<file path="config.mk">
export PLATFORM = sky130hd
export DESIGN_NAME = jetp_ctrl
export DESIGN_NICKNAME = d
export VERILOG_FILES = /design/src/hw/rtl/jetp_pkg.sv /design/src/hw/rtl/jetp_ctrl.sv
export SDC_FILE = /design/constraint.sdc
export NUM_CORES = 1
export LEC_CHECK = 0
export ABC_AREA = 1
export BUFFER_PORTS_ARGS = -buffer_cell sky130_fd_sc_hd__buf_2
export CORE_MARGIN = 3
export CORE_UTILIZATION = 50
export CTS_CLUSTER_DIAMETER = 120
export CTS_CLUSTER_SIZE = 14
export DETAILED_ROUTE_END_ITERATION = 10
export PLACE_DENSITY = 0.78
export SLEW_MARGIN = 20
export SYNTH_ARGS = -nofsm -noshare
export SYNTH_HDL_FRONTEND = slang
export SYNTH_SLANG_ARGS = --single-unit
export TNS_END_PERCENT = 5
</file>
<file path="constraint.sdc">
create_clock -name clk -period 2 [get_ports clk]
set_clock_uncertainty 0.1 [all_clocks]
set_input_delay 0.3 -clock clk [delete_from_list [all_inputs] [get_ports clk]]
set_output_delay 0.3 -clock clk [all_outputs]
set_load 0.01 [all_outputs]
</file>
<file path="src/hw/rtl/jetp_pkg.sv">
// shared types and constants for the julia escape-time pixel block
package jetp_pkg;

	localparam int FRAC_BITS = 28;
	localparam int MAX_DIM   = 8192;
	localparam int PIX_W     = 13;
	localparam int ITER_W    = 10;
	localparam int BYTE_W    = 8;
	localparam int CFG_IDX_W = 3;
	localparam int CFG_DAT_W = 32;
	localparam int STEP_W    = 3;

	localparam logic [CFG_IDX_W-1:0] REG_C_REAL   = 3'd0;
	localparam logic [CFG_IDX_W-1:0] REG_C_IMAG   = 3'd1;
	localparam logic [CFG_IDX_W-1:0] REG_X_START  = 3'd2;
	localparam logic [CFG_IDX_W-1:0] REG_X_STEP   = 3'd3;
	localparam logic [CFG_IDX_W-1:0] REG_Y_START  = 3'd4;
	localparam logic [CFG_IDX_W-1:0] REG_Y_STEP   = 3'd5;
	localparam logic [CFG_IDX_W-1:0] REG_MAX_ITER = 3'd6;
	localparam logic [CFG_IDX_W-1:0] REG_DARK     = 3'd7;

	localparam logic signed [47:0] S32_MAX = 48'sh0000_7FFF_FFFF;
	localparam logic signed [47:0] S32_MIN = 48'shFFFF_8000_0000;

	typedef struct packed {
		logic signed [31:0] c_real;
		logic signed [31:0] c_imag;
		logic signed [31:0] x_start;
		logic signed [31:0] x_step;
		logic signed [31:0] y_start;
		logic signed [31:0] y_step;
		logic [ITER_W-1:0]  max_iter;
		logic [BYTE_W-1:0]  dark;
	} cfg_t;

	typedef struct packed {
		logic              load;
		logic              coord;
		logic              iter;
		logic              div;
		logic              bright;
		logic              sqrt;
		logic              out_load;
		logic [STEP_W-1:0] step;
	} dp_cmd_t;

	typedef struct packed {
		logic finish;
	} dp_status_t;

	function automatic logic signed [31:0] sat32(input logic signed [47:0] v);
		if (v > S32_MAX) begin
			return 32'sh7FFF_FFFF;
		end else if (v < S32_MIN) begin
			return 32'sh8000_0000;
		end
		return v[31:0];
	endfunction

	function automatic logic [PIX_W-1:0] clamp_idx(input logic [PIX_W-1:0] i);
		if (32'(i) >= 32'(MAX_DIM)) begin
			return PIX_W'(MAX_DIM - 1);
		end
		return i;
	endfunction

endpackage

</file>
<file path="src/hw/rtl/jetp_ctrl.sv">
// controller state machine and output handshake
module jetp_ctrl import jetp_pkg::*; (
	input  logic       clk,
	input  logic       arst_n,
	input  logic       in_valid,
	output logic       in_stall,
	output logic       out_valid,
	input  logic       out_stall,
	input  dp_status_t st,
	output dp_cmd_t    cmd
);

	typedef enum logic [6:0] {
		S_IDLE   = 7'b0000001,
		S_COORD  = 7'b0000010,
		S_ITER   = 7'b0000100,
		S_DIV    = 7'b0001000,
		S_BRIGHT = 7'b0010000,
		S_SQRT   = 7'b0100000,
		S_DONE   = 7'b1000000
	} state_t;

	state_t            state_q, state_d;
	logic [STEP_W-1:0] cnt_q, cnt_d;
	logic              out_valid_q;
	logic              out_free;

	assign out_free = !out_valid_q || !out_stall;

	always_comb begin
		state_d  = state_q;
		cnt_d    = cnt_q;
		cmd      = '0;
		cmd.step = cnt_q;
		case (state_q)
			S_IDLE: begin
				if (in_valid) begin
					cmd.load = 1'b1;
					state_d  = S_COORD;
				end
			end
			S_COORD: begin
				cmd.coord = 1'b1;
				state_d   = S_ITER;
			end
			S_ITER: begin
				cmd.iter = 1'b1;
				if (st.finish) begin
					cnt_d   = '1;
					state_d = S_DIV;
				end
			end
			S_DIV: begin
				cmd.div = 1'b1;
				cnt_d   = cnt_q - STEP_W'(1);
				if (cnt_q == '0) begin
					state_d = S_BRIGHT;
				end
			end
			S_BRIGHT: begin
				cmd.bright = 1'b1;
				cnt_d      = '1;
				state_d    = S_SQRT;
			end
			S_SQRT: begin
				cmd.sqrt = 1'b1;
				cnt_d    = cnt_q - STEP_W'(1);
				if (cnt_q == '0) begin
					state_d = S_DONE;
				end
			end
			S_DONE: begin
				if (out_free) begin
					cmd.out_load = 1'b1;
					state_d      = S_IDLE;
				end
			end
			default: begin
				state_d = S_IDLE;
			end
		endcase
	end

	always_ff @(posedge clk or negedge arst_n) begin
		if (!arst_n) begin
			state_q     <= S_IDLE;
			cnt_q       <= '0;
			out_valid_q <= 1'b0;
		end else begin
			state_q <= state_d;
			cnt_q   <= cnt_d;
			if (cmd.out_load) begin
				out_valid_q <= 1'b1;
			end else if (!out_stall) begin
				out_valid_q <= 1'b0;
			end
		end
	end

	assign in_stall  = (state_q != S_IDLE);
	assign out_valid = out_valid_q;

endmodule

</file>
==> summary.md <==
| Metric | Value |
|---|---|
| Period utilisation layout | 104% |
| CTS root buffer | clkbuf_4 |
| Grt total ovfl | 0 |
| Critical path type | flip-flop to output port |
| Ys Warns | 0 |
| Post-detail-place hpwl | 1.24 mm |
| Slew headroom | 82.8% |
| Core Rows | 13 |
| RSZ-0062 raised after global routing | yes |
| Hold Crit Class | input pin to flip-flop |
| Power, Total | 1.34 mW |
| CP startpoint kind | flip-flop |
| Hold WS | 0.137 ns |
| PortBufs | 16 |
| Hold Crit Endpoint | out_valid |
| Setup WS post-layout | -0.0742 ns |
| Yosys top cell area share | 33.1% |
| CP Data Arrival Time | 1.67 ns |
| Syn Nets | 111 |
| DRC | 0 |
| Status | finished, violations left |
| Via density | 5.27 |
| Die width | 44.9 µm |
| Final WL | 1.96 mm |
| Antenna violations before repair | 0 |
| Hold Path Cell Cnt | 3 |
| TritonCTS buffer count | 3 |
| Longest Clk Path Bufs | 2 |
| First-pass GRT wire length | 2.97 mm |
| 1st-pass router iterations | 4 |
| Mapped Area | 756 µm² |
| Worst Path Required | 1.60 ns |
| Placeable Area | 1370 µm² |
| Crit-path max cell delay | 0.60 ns |
| CP max-delay cell | dfstp_2 |
| Cells after synthesis | 104 |
| Post-DRT Antenna Nets | 0 |
| Standby leakage power | 0.579 nW |
| Synth area leaders | dfrtp_1, nand2_1, nor2_2 |
| Setup TNS | -0.114 ns |
| CP Capture Type | output port |
| Violated checks | negative setup slack |
| Gpl congestion | 0.930 |
| Die Ht | 44.9 µm |
| Syn_area_per_cell | 7.27 µm² |
| Post-synthesis sequential area ratio | 36.6% |
| Antenna Cells | 0 |
| R2r startpoint | state_q[2] |
| Initial Util | 55.3% |
| Via count | 791 |
| Reg2reg end | cnt_q[0] |
| PwrDens | 1270 nW/µm² |
| Slew Limit Fails | 0 |
| FF+latch count, synth | 11 |
| Crit path time final | 2.07 ns |
| Flop2flop setup slack | 0.25 ns |
| Dpl cells | 135 |
| Pin count of the biggest net entering global routing | 12 |
| Max VDD drop | 0.000844 V |
| Distinct cells, synth | 17 |
| Leading area contributor after synthesis | dfrtp_1 |
| Iteration-0 DRC count of the detailed router | 8 |
| CTS tree | built |
| Fmax | 0.482 GHz |
| Worst-path fanout max | 4 |
| Worst-path cell chain | nand2_2 > nor2_2 > nand2_4 > nor2_4 > nor2_4 > nand2_2 > nor2_1 > buf_2 |
| Gr usage total | 20.9% |
| CTS H-tree depth | 1 |
| CTS clock-pin slew for the worst setup and hold paths | 0.08 ns |
| Nets@finish | 143 |
| Final setup violation count | 2 |
| Full die area | 2010 µm² |
| Worst slew pin tran | 0.258 ns |
| Sink Count | 11 |
| Layout Cells excl Fill | 150 |
| WL/cell | 13.0 µm |
| Final hold vios | 0 |
| Vias in the first global route | 722 |
| # IOs | 17 |
| R2R cell count | 10 |
| Critical hold path startpoint | out_stall |
| Layout area overhead | 38.7% |
| Maxcap violations | 0 |
| Later-pin clock latency in the skew report | 0.28 ns |
| Layout cells sized above 1 | 49.6% |
synthesized netlist by cell type:
cell type  count
nand2_1       23
inv_1         17
nor2_1        14
nor2_2        11
dfrtp_1       10
nand2_2        6
nand3_1        6
o21ai_2        4
ha_1           2
inv_2          2
nand3_2        2
nor2_4         2
and3_1         1
dfstp_2        1
nand2_4        1
o21ai_0        1
o21bai_1       1
flip-flops by register name (all words and copies together), names as in the netlist:
signal and cells:
state_q 7, cnt_q 3, out_valid 1
placed cells by master, fill, tap and decap left out, drive strengths merged:
| cell | instances |
|---|---|
| and3 | 1 |
| buf | 26 |
| clkbuf | 4 |
| dfrtp | 10 |
| dfstp | 1 |
| dlygate4sd3 | 1 |
| ha | 2 |
| inv | 19 |
| nand2 | 30 |
| nand3 | 8 |
| nor2 | 27 |
| o21ai | 5 |
| o21bai | 1 |
what timing repair did:
action | 4_1_cts | 5_1_grt
hold buffers | 1 | 0
setup buffers | 2 | 8
resized for setup | 6 | 15
cloned | 0 | 0
pin swaps | 2 | 9
setup endpoints to repair | 1 | 1
hold endpoints to repair | 10 | 0
worst max-delay path by stage:
stage | from | to | slack (ns)
4_1_cts | state_q[0] | cmd[9] | 0.004
3_3_place_gp | state_q[0] | cmd[9] | 0.27
6_report | state_q[0] | cmd[9] | -0.07
2_1_floorplan | state_q[0] | cmd[9] | 0.35
3_5_place_dp | state_q[0] | cmd[9] | 0.20
5_1_grt | state_q[0] | cmd[9] | -0.14
through the flow:
| step | setup WS, ns | area (µm²) | util, % |
|---|---|---|---|
| final | -0.0742 | 1050 | 76.7 |
| after global routing | -0.143 | 1050 | 76.7 |
| after CTS | 0.00400 | 936 | 68.5 |
| after detailed placement | 0.204 | 855 | 62.5 |
| after global placement | 0.269 | 855 | 62.5 |
| after floorplan | 0.347 | 756 | - |
layer usage:
| layer | vias up | share of wire (%) | global-route usage (%) |
|---|---|---|---|
| li1 | 376 | - | - |
| met5 | - | 0 | 0 |
| met2 | 33 | 51 | 36.1 |
| met4 | 0 | 4.4 | 9.36 |
| met1 | 370 | 38 | 23.9 |
| met3 | 12 | 6.6 | 5.98 |
worst max-delay path, delay by kind of cell (launching register included):
kind          cells  cell delay (ns)
flops             1             0.60
buf+inv           1             0.13
simple gates      7             0.67
where the power goes:
| group | internal [mW] | leakage [nW] | total (mW) | switching [mW] |
|---|---|---|---|---|
| sequential | 0.297 | 0.143 | 0.369 | 0.0717 |
| combinational | 0.336 | 0.421 | 0.803 | 0.467 |
| clock | 0.0776 | 0.0150 | 0.164 | 0.0859 |
| total | 0.711 | 0.579 | 1.34 | 0.625 |
layout make-up:
| type | count | area, µm² |
|---|---|---|
| tap | 15 | 18.8 |
| clock buffer | 4 | 26.3 |
| sequential | 11 | 277 |
| fill | 98 | 318 |
| timing repair buffer | 27 | 165 |
| inverter | 19 | 73.8 |
| multi-input combinational | 74 | 488 |
logic make-up after synthesis:
group / synth area share (%)
AND/OR/NAND/NOR: 44.4
buffers and inverters: 9.44
flip-flops: 36.6
AO/OA/AOI/OAI: 6.29
adder cells (fa/ha/maj): 3.31
Note: power is estimated with default switching activity, not from simulation.
