**src/hw/rtl/jetp_pkg.sv**
```systemverilog
// shared types and constants for the julia escape-time pixel block
package jetp_pkg;

	localparam int FRAC_BITS = 28;
	localparam int MAX_DIM   = 8192;
	localparam int PIX_W     = 13;
	localparam int ITER_W    = 10;
	localparam int BYTE_W    = 8;
	localparam int CFG_IDX_W = 3;
	localparam int CFG_DAT_W = 32;
	localparam int STEP_W    = 3;

	localparam logic [CFG_IDX_W-1:0] REG_C_REAL   = 3'd0;
	localparam logic [CFG_IDX_W-1:0] REG_C_IMAG   = 3'd1;
	localparam logic [CFG_IDX_W-1:0] REG_X_START  = 3'd2;
	localparam logic [CFG_IDX_W-1:0] REG_X_STEP   = 3'd3;
	localparam logic [CFG_IDX_W-1:0] REG_Y_START  = 3'd4;
	localparam logic [CFG_IDX_W-1:0] REG_Y_STEP   = 3'd5;
	localparam logic [CFG_IDX_W-1:0] REG_MAX_ITER = 3'd6;
	localparam logic [CFG_IDX_W-1:0] REG_DARK     = 3'd7;

	localparam logic signed [47:0] S32_MAX = 48'sh0000_7FFF_FFFF;
	localparam logic signed [47:0] S32_MIN = 48'shFFFF_8000_0000;

	typedef struct packed {
		logic signed [31:0] c_real;
		logic signed [31:0] c_imag;
		logic signed [31:0] x_start;
		logic signed [31:0] x_step;
		logic signed [31:0] y_start;
		logic signed [31:0] y_step;
		logic [ITER_W-1:0]  max_iter;
		logic [BYTE_W-1:0]  dark;
	} cfg_t;

	typedef struct packed {
		logic              load;
		logic              coord;
		logic              iter;
		logic              div;
		logic              bright;
		logic              sqrt;
		logic              out_load;
		logic [STEP_W-1:0] step;
	} dp_cmd_t;

	typedef struct packed {
		logic finish;
	} dp_status_t;

	function automatic logic signed [31:0] sat32(input logic signed [47:0] v);
		if (v > S32_MAX) begin
			return 32'sh7FFF_FFFF;
		end else if (v < S32_MIN) begin
			return 32'sh8000_0000;
		end
		return v[31:0];
	endfunction

	function automatic logic [PIX_W-1:0] clamp_idx(input logic [PIX_W-1:0] i);
		if (32'(i) >= 32'(MAX_DIM)) begin
			return PIX_W'(MAX_DIM - 1);
		end
		return i;
	endfunction

endpackage

```
**src/hw/rtl/jetp_cfg.sv**
```systemverilog
// configuration register file
module jetp_cfg import jetp_pkg::*; (
	input  logic                 clk,
	input  logic                 arst_n,
	input  logic                 cfg_wr_en,
	input  logic [CFG_IDX_W-1:0] cfg_index,
	input  logic [CFG_DAT_W-1:0] cfg_wr_data,
	output cfg_t                 cfg
);

	cfg_t cfg_q;

	always_ff @(posedge clk or negedge arst_n) begin
		if (!arst_n) begin
			cfg_q.c_real   <= 32'sd102046330;
			cfg_q.c_imag   <= -32'sd41494218;
			cfg_q.x_start  <= -32'sd322122547;
			cfg_q.x_step   <= 32'sd128849;
			cfg_q.y_start  <= -32'sd322122547;
			cfg_q.y_step   <= 32'sd128849;
			cfg_q.max_iter <= ITER_W'(200);
			cfg_q.dark     <= BYTE_W'(20);
		end else if (cfg_wr_en) begin
			case (cfg_index)
				REG_C_REAL:   cfg_q.c_real   <= cfg_wr_data;
				REG_C_IMAG:   cfg_q.c_imag   <= cfg_wr_data;
				REG_X_START:  cfg_q.x_start  <= cfg_wr_data;
				REG_X_STEP:   cfg_q.x_step   <= cfg_wr_data;
				REG_Y_START:  cfg_q.y_start  <= cfg_wr_data;
				REG_Y_STEP:   cfg_q.y_step   <= cfg_wr_data;
				REG_MAX_ITER: cfg_q.max_iter <= cfg_wr_data[ITER_W-1:0];
				REG_DARK:     cfg_q.dark     <= cfg_wr_data[BYTE_W-1:0];
				default: ;
			endcase
		end
	end

	assign cfg = cfg_q;

endmodule

```
**config.mk**
```make
export PLATFORM = sky130hd
export DESIGN_NAME = jetp_cfg
export DESIGN_NICKNAME = d
export VERILOG_FILES = /design/src/hw/rtl/jetp_pkg.sv /design/src/hw/rtl/jetp_cfg.sv
export SDC_FILE = /design/constraint.sdc
export NUM_CORES = 1
export LEC_CHECK = 0
export BUFFER_PORTS_ARGS = -buffer_cell sky130_fd_sc_hd__buf_2
export CAP_MARGIN = 20
export CELL_PAD_IN_SITES_DETAIL_PLACEMENT = 1
export CELL_PAD_IN_SITES_GLOBAL_PLACEMENT = 2
export CORE_ASPECT_RATIO = 0.8
export CORE_UTILIZATION = 35
export DETAILED_ROUTE_END_ITERATION = 12
export PLACE_DENSITY = 0.81
export SETUP_SLACK_MARGIN = 0.15
export SLEW_MARGIN = 15
export SYNTH_ARGS = -nofsm -noshare
export SYNTH_HDL_FRONTEND = slang
export SYNTH_SLANG_ARGS = --single-unit
export TNS_END_PERCENT = 1
```
**constraint.sdc**
```tcl
create_clock -name clk -period 1.26 [get_ports clk]
set_clock_uncertainty 0.2 [all_clocks]
set_input_delay 0.063 -clock clk [delete_from_list [all_inputs] [get_ports clk]]
set_output_delay 0.063 -clock clk [all_outputs]
set_load 0.01 [all_outputs]
```
==> results by group, run 1 <==
Timing
  • Worst Hold Margin: -0.188 ns
  • Worst-Margin Slew: 0.312 ns
  • Number of endpoints with negative hold slack in the final report: 17
  • Period utilisation layout: 1.13
  • Unrepaired setup endpoints after global routing: yes
  • Smallest setup slack after layout: -0.166 ns
  • Clock period minus final worst setup slack: 1.43 ns
  • Relative max-transition margin: 0.791
  • Timing-limited maximum frequency: 701 MHz
  • Final number of max-transition violations: 0
  • Accumulated negative setup slack: -17.06 ns
  • Total of endpoints with negative setup slack in the final report: 210

CTS
  • Sinks on the clock net: 210
  • Clock tree from TritonCTS: done
  • Post CTS Setup Buffer Count: 0
  • Clock slew seen by the registers of the worst setup and hold paths: 0.06 ns
  • CTS Root Cell: sky130_fd_sc_hd__clkbuf_16
  • CTS Buffer Depth: 3
  • Clk Latency, worst-skew pair: 0.50 ns
  • TritonCTS Buffers: 23
  • CTS hold repair buffers: 33
  • H-tree Lvls: 1

Drt
  • Final Routed Wirelength: 22900 um
  • Violation count after the first detailed-route iteration: 153
  • Number of nets with antenna violations after routing: 0
  • Number of remaining DRC errors: 0
  • Via density per instance: 4.70
  • Number of detailed-routing iterations run before antenna repair: 4
  • Via count: 5038
  • Routed length per placed instance: 21.4 um

Synthesis
  • Synthesized-area fraction occupied by and/or/nand/nor cells: 0.0108
  • Number of library cell types mapped by synthesis: 11
  • Post-Synth Adder-Cell Area: 0
  • Sequential element share of the synthesized area: 0.669
  • Syn_nets: 492
  • Share of the synthesized netlist area taken by xor and xnor gates: 0
  • Async set or reset register ratio after synthesis: 1.00
  • Warning count from the yosys run: 0
  • Number of synthesized register bits: 210
  • Top FF cell, synth: sky130_fd_sc_hd__dfrtp_1
  • Post-synth design cell area: 8030 um^2
  • Number of synthesized flops with an enable pin: 0
  • Most numerous cell types in the synthesized netlist: sky130_fd_sc_hd__mux2_2 (196), sky130_fd_sc_hd__dfrtp_1 (115), sky130_fd_sc_hd__dfstp_2 (95), sky130_fd_sc_hd__mux2_1 (14)
  • Synth Area per Inst: 17.7 um^2
  • Compound-cell area share of the yosys netlist: 0
  • Most instantiated library cell after synthesis: sky130_fd_sc_hd__mux2_2
  • Main area contributors after synthesis: sky130_fd_sc_hd__dfrtp_1 (36%), sky130_fd_sc_hd__dfstp_2 (31%), sky130_fd_sc_hd__mux2_2 (27%), sky130_fd_sc_hd__mux2_1 (2.0%), sky130_fd_sc_hd__buf_6 (1.7%)
  • Dominant combinational cell family by area after synthesis: multiplexers
  • Number of instances in the synthesized netlist: 454
  • Leading area contributor after synthesis: sky130_fd_sc_hd__dfrtp_1
  • Share of synthesized area spent on multiplexers: 0.294
  • Share of the synthesized area in the top cell type: 0.358

Placement
  • Final weighted congestion of routability-driven global placement: 0.757
  • Dpl cells: 999
  • Worst Setup Slack post-DPL: -0.378 ns
  • HPWL after detailed placement: 14800 um
  • Count of port buffers added during placement: 247

Outcome
  • Violated checks: negative hold slack, negative setup slack
  • Run status: finished with violations

Power and ir drop
  • Net switching power: 6.07 mW
  • Internal portion of total power: 16.1 mW
  • Pwr/cell area: 1860 nW/um^2
  • Part of the power in registers: 0.442
  • Leakage power of the design: 5.36 nW
  • Clk pwr share: 0.288
  • Worst supply voltage drop on vdd: 0.894 mV
  • Portion of total power attributed to combinational logic: 0.270
  • Switching share of power: 0.273

Cells and area
  • Count of antenna diodes in the layout: 0
  • Number of filler instances in the final layout: 2137
  • Flip-flop count of the largest register, all copies and words added: 210
  • Cell Count, Final, Fillers Out: 1073
  • Area overhead of the layout relative to synthesis: 48.6%
  • Share of post-route cells with drive strength above 1: 0.773
  • Layout net count: 789

Worst setup path
  • Critical path capture point type: output pin
  • Longest individual stage delay on the worst path: 0.55 ns
  • Master of the slowest instance on the critical path: sky130_fd_sc_hd__dfstp_2
  • Required @ worst endpoint: 1.00 ns
  • Cells traversed along the worst timing path: buf_6
  • Cell family with the largest share of critical-path delay: flip-flops
  • CP Launch Point: cfg[68]
  • Critical register-to-register path startpoint: cfg[168]
  • Critical Path AT: 1.16 ns
  • Kind of critical path: reg -> out
  • Max Fanout on Critical Path: 2
  • Total buffers and inverters traversed by the critical path: 1
  • Critical Path Source Type: flop

Die
  • Number of rows created at floorplan: 49
  • Area of the core region: 22500 um^2
  • Die ar.: 23600 um^2
  • Horizontal extent of the die: 171 um
  • Ports placed on the boundary: 248
  • Initial standard-cell utilization of the core: 0.357
  • Die Ht: 137 um

GRT
  • Global-route congestion overflow total: 0
  • Initial antenna violation count: 0
  • Via count of the first global-routing pass: 5718
  • Global-route wire length before repair: 35400 um
  • Total track usage: 0.199
  • Maximum number of pins on one net before global-route repair: 44

Hold path
  • Kind of path behind the tightest hold check: in -> async

Run
  • Max-cap viol count: 0
==> power groups by stage <==
| stage | Combinational, mW | Clock [mW] | Sequential, mW |
|---|---|---|---|
| after detailed placement | 4.76 | 0 | 9.61 |
| after floorplan | 1.63 | 0 | 10.3 |
| after global routing | 6.40 | 6.83 | 10.0 |
| after global placement | 4.61 | 0 | 9.49 |
| after CTS | 5.83 | 6.58 | 9.76 |
| final | 6.00 | 6.40 | 9.81 |
==> layer usage <==
metal,up-vias,GRT usage,routed length (um)
met5,-,0,0
met4,0,0.0516,616
met3,34,0.0577,1540
met2,168,0.334,11300
met1,2628,0.251,9470
li1,2208,-,-
==> repair_timing <==
item                       CTS  global route
setup endpoints to repair  210           254
hold endpoints to repair   420            17
pin swaps                    0             2
resized for setup          145            36
==> stage by stage <==
stage                     power (mW)  instance area [um^2]   util
after floorplan                 11.9                  8240      -
after global placement          14.1                  9960  0.442
after detailed placement        14.4                  9960  0.442
after CTS                       22.2                 11700  0.522
after global routing            23.2                 11900  0.530
final                           22.2                 11900  0.530
==> cells in the final DEF (no fill, tap or decap), drive strengths merged <==
cell,instances
clkbuf,39
nand4b,3
nand4,1
buf,262
nor4b,1
clkinv,3
dlygate4sd3,33
nor4bb,3
bufinv,1
inv,1
dfrtp,115
mux2,210
dfstp,95
==> path summary, 6_finish.rpt <==
kind	end	slack, ns	depth (start not counted)
worst max-delay path	cfg[68]	-0.17	1
worst min-delay path	cfg[149]	-0.19	2
worst max register to register	cfg[168]	0.24	1
worst min register to register	cfg[5]	0.30	1
max in group asynchronous	cfg[95]	0.46	3
min in group clk	cfg[5]	-0.04	4
==> layout make-up <==
class	count	area, um^2	share of cell area
multi-input cells	218	2670	0.224
flip-flops and latches	210	5370	0.450
clock buffers	36	654	0.0548
clock inverters	5	57.6	0.00482
repair buffers	298	2800	0.234
well taps	306	383	0.0321
==> cells by family (layout without fill, tap and decap cells) <==
logic type             after synthesis  in the layout
and+or+nand+nor                      8              8
muxes                              210            210
buffers and inverters               26            339
DFF                                210            210
No activity file was read; power rests on OpenSTA's default activity.
==> run 2: changes to the inputs <==
CELL_PAD_IN_SITES_DETAIL_PLACEMENT = not set   (was 1)
CELL_PAD_IN_SITES_GLOBAL_PLACEMENT = not set   (was 2)
CORE_UTILIZATION = 50   (was 35)
PLACE_DENSITY = 0.8   (was 0.81)
==> run 2 against run 1 <==
Against the previous run:
- power shrank 2.8%
- largest power group unchanged
- via count grew 2.5%
- maximum frequency grew 1.1%
- the flow still finishes with violations (negative hold slack, negative setup slack)
- sequential share of layout area grew 0.69 points
- critical path type unchanged
==> results by group, run 2 (synthesis results as in run 1) <==
Outcome
  • Run status: finished with violations
  • Violated checks: negative hold slack, negative setup slack

Power and ir drop
  • Pwr/cell area: 1840 nW/um^2
  • Portion of total power attributed to combinational logic: 0.268
  • Clk pwr share: 0.277
  • Part of the power in registers: 0.455
  • Net switching power: 5.86 mW
  • Worst supply voltage drop on vdd: 1.34 mV
  • Switching share of power: 0.271
  • Leakage power of the design: 5.37 nW
  • Internal portion of total power: 15.7 mW

Drt
  • Number of nets with antenna violations after routing: 0
  • Number of remaining DRC errors: 0
  • Via density per instance: 5.21
  • Number of detailed-routing iterations run before antenna repair: 4
  • Final Routed Wirelength: 21400 um
  • Routed length per placed instance: 21.6 um
  • Via count: 5162
  • Violation count after the first detailed-route iteration: 158

Die
  • Die ar.: 16600 um^2
  • Area of the core region: 15700 um^2
  • Ports placed on the boundary: 248
  • Horizontal extent of the die: 144 um
  • Die Ht: 115 um
  • Initial standard-cell utilization of the core: 0.510
  • Number of rows created at floorplan: 41

Worst setup path
  • Kind of critical path: reg -> out
  • Cells traversed along the worst timing path: buf_6
  • Critical Path AT: 1.15 ns
  • Total buffers and inverters traversed by the critical path: 1
  • Max Fanout on Critical Path: 2
  • Critical register-to-register path startpoint: cfg[30]
  • Flop-to-flop setup slack: 0.21 ns
  • Destination of the worst register-to-register timing path: cfg[30]
  • Longest individual stage delay on the worst path: 0.56 ns
  • Depth of the worst register-to-register path: 2
  • Critical Path Source Type: flop
  • Master of the slowest instance on the critical path: sky130_fd_sc_hd__dfstp_2
  • Required @ worst endpoint: 1.00 ns
  • Cell family with the largest share of critical-path delay: flip-flops
  • Critical path capture point type: output pin

Placement
  • Dpl cells: 920
  • Final weighted congestion of routability-driven global placement: 0.806
  • Worst Setup Slack post-DPL: -0.431 ns
  • HPWL after detailed placement: 13800 um
  • Count of port buffers added during placement: 247
  • Placement-stage cell area: 9910 um^2

Timing
  • Period utilisation layout: 1.12
  • Worst Hold Margin: -0.129 ns
  • Worst-Margin Slew: 0.369 ns
  • Timing-limited maximum frequency: 709 MHz
  • Relative max-transition margin: 0.754
  • Number of endpoints with negative hold slack in the final report: 39
  • Final number of max-transition violations: 0
  • Accumulated negative setup slack: -13.94 ns
  • Smallest setup slack after layout: -0.150 ns
  • Clock period minus final worst setup slack: 1.41 ns
  • Total of endpoints with negative setup slack in the final report: 196
  • Unrepaired setup endpoints after global routing: yes

Hold path
  • Kind of path behind the tightest hold check: in -> async

CTS
  • Sinks on the clock net: 210
  • Clock tree from TritonCTS: done
  • CTS Root Cell: sky130_fd_sc_hd__clkbuf_16
  • Clock slew seen by the registers of the worst setup and hold paths: 0.06 ns
  • CTS Buffer Depth: 3
  • TritonCTS Buffers: 21
  • Clk Latency, worst-skew pair: 0.48 ns
  • H-tree Lvls: 1
  • CTS hold repair buffers: 33

GRT
  • Global-route wire length before repair: 32100 um
  • Total track usage: 0.257
  • Global-route congestion overflow total: 0
  • Via count of the first global-routing pass: 5521
  • Initial antenna violation count: 0
  • Maximum number of pins on one net before global-route repair: 39

Cells and area
  • Commonest cells after routing, fill and taps aside: sky130_fd_sc_hd__mux2_2 (152), sky130_fd_sc_hd__buf_6 (139), sky130_fd_sc_hd__dfrtp_1 (115), sky130_fd_sc_hd__buf_2 (115), sky130_fd_sc_hd__dfstp_2 (95)
  • Layout net count: 800
  • Leading cell type in the layout, fill and taps excluded: sky130_fd_sc_hd__mux2_2
  • Cell Count, Final, Fillers Out: 991
  • Number of filler instances in the final layout: 920
  • Finished layout cell area: 11800 um^2
  • Share of post-route cells with drive strength above 1: 0.780
  • Area overhead of the layout relative to synthesis: 46.4%
  • Count of antenna diodes in the layout: 0
  • Flip-flop count of the largest register, all copies and words added: 210

Run
  • Max-cap viol count: 0
run 2: metrics by stage:
stage | hold slack, ns | utilization | power, mW
final | -0.129 | 0.746 | 21.6
after CTS | -0.131 | 0.736 | 21.4
after floorplan | -0.433 | - | 11.9
after global placement | -0.182 | 0.629 | 14.0
after detailed placement | -0.183 | 0.629 | 14.3
after global routing | -0.113 | 0.746 | 22.5
run 2: worst max path at each step:
stage / slack, ns / endpoint / start / cells past startpoint
floorplan: -0.16 / cfg[178] / cfg_index[2] / 4
global placement: -0.39 / cfg[87] / cfg_index[2] / 5
detailed placement: -0.43 / cfg[102] / cfg_index[2] / 5
CTS: -0.17 / cfg[120] / cfg[120] / 1
global route: -0.18 / cfg[154] / cfg[154] / 1
finish: -0.15 / cfg[179] / cfg[179] / 1
run 2: layout make-up:
class / instances / area [um^2] / area share
sequential: 210 / 5370 / 0.457
timing repair buffer: 311 / 2780 / 0.237
multi-input combinational: 218 / 2670 / 0.227
clock buffer: 35 / 648 / 0.0551
tap: 215 / 269 / 0.0229
clock inverter: 2 / 10.0 / 0.000852
run 2: power groups by stage:
| stage | clock [mW] | sequential, mW | combinational [mW] |
|---|---|---|---|
| 4_1_cts | 6.07 | 9.76 | 5.60 |
| 5_1_grt | 6.35 | 9.99 | 6.17 |
| 6_report | 5.98 | 9.83 | 5.78 |
| 3_3_place_gp | 0 | 9.52 | 4.49 |
| 3_5_place_dp | 0 | 9.64 | 4.64 |
| 2_1_floorplan | 0 | 10.3 | 1.63 |
run 2: metal layers:
layer / routed length, um / global-route usage / share of wire / vias to the layer above
met4: 467 / 0.0596 / 0.022 / 0
met5: 0 / 0 / 0 / -
met3: 1440 / 0.0658 / 0.067 / 38
met2: 11000 / 0.465 / 0.51 / 194
li1: - / - / - / 2236
met1: 8480 / 0.309 / 0.40 / 2694
run 2: repair_timing:
item,4_1_cts,5_1_grt
setup endpoints to repair,264,276
resized for setup,124,30
hold endpoints to repair,420,43
buffers inserted,1,0
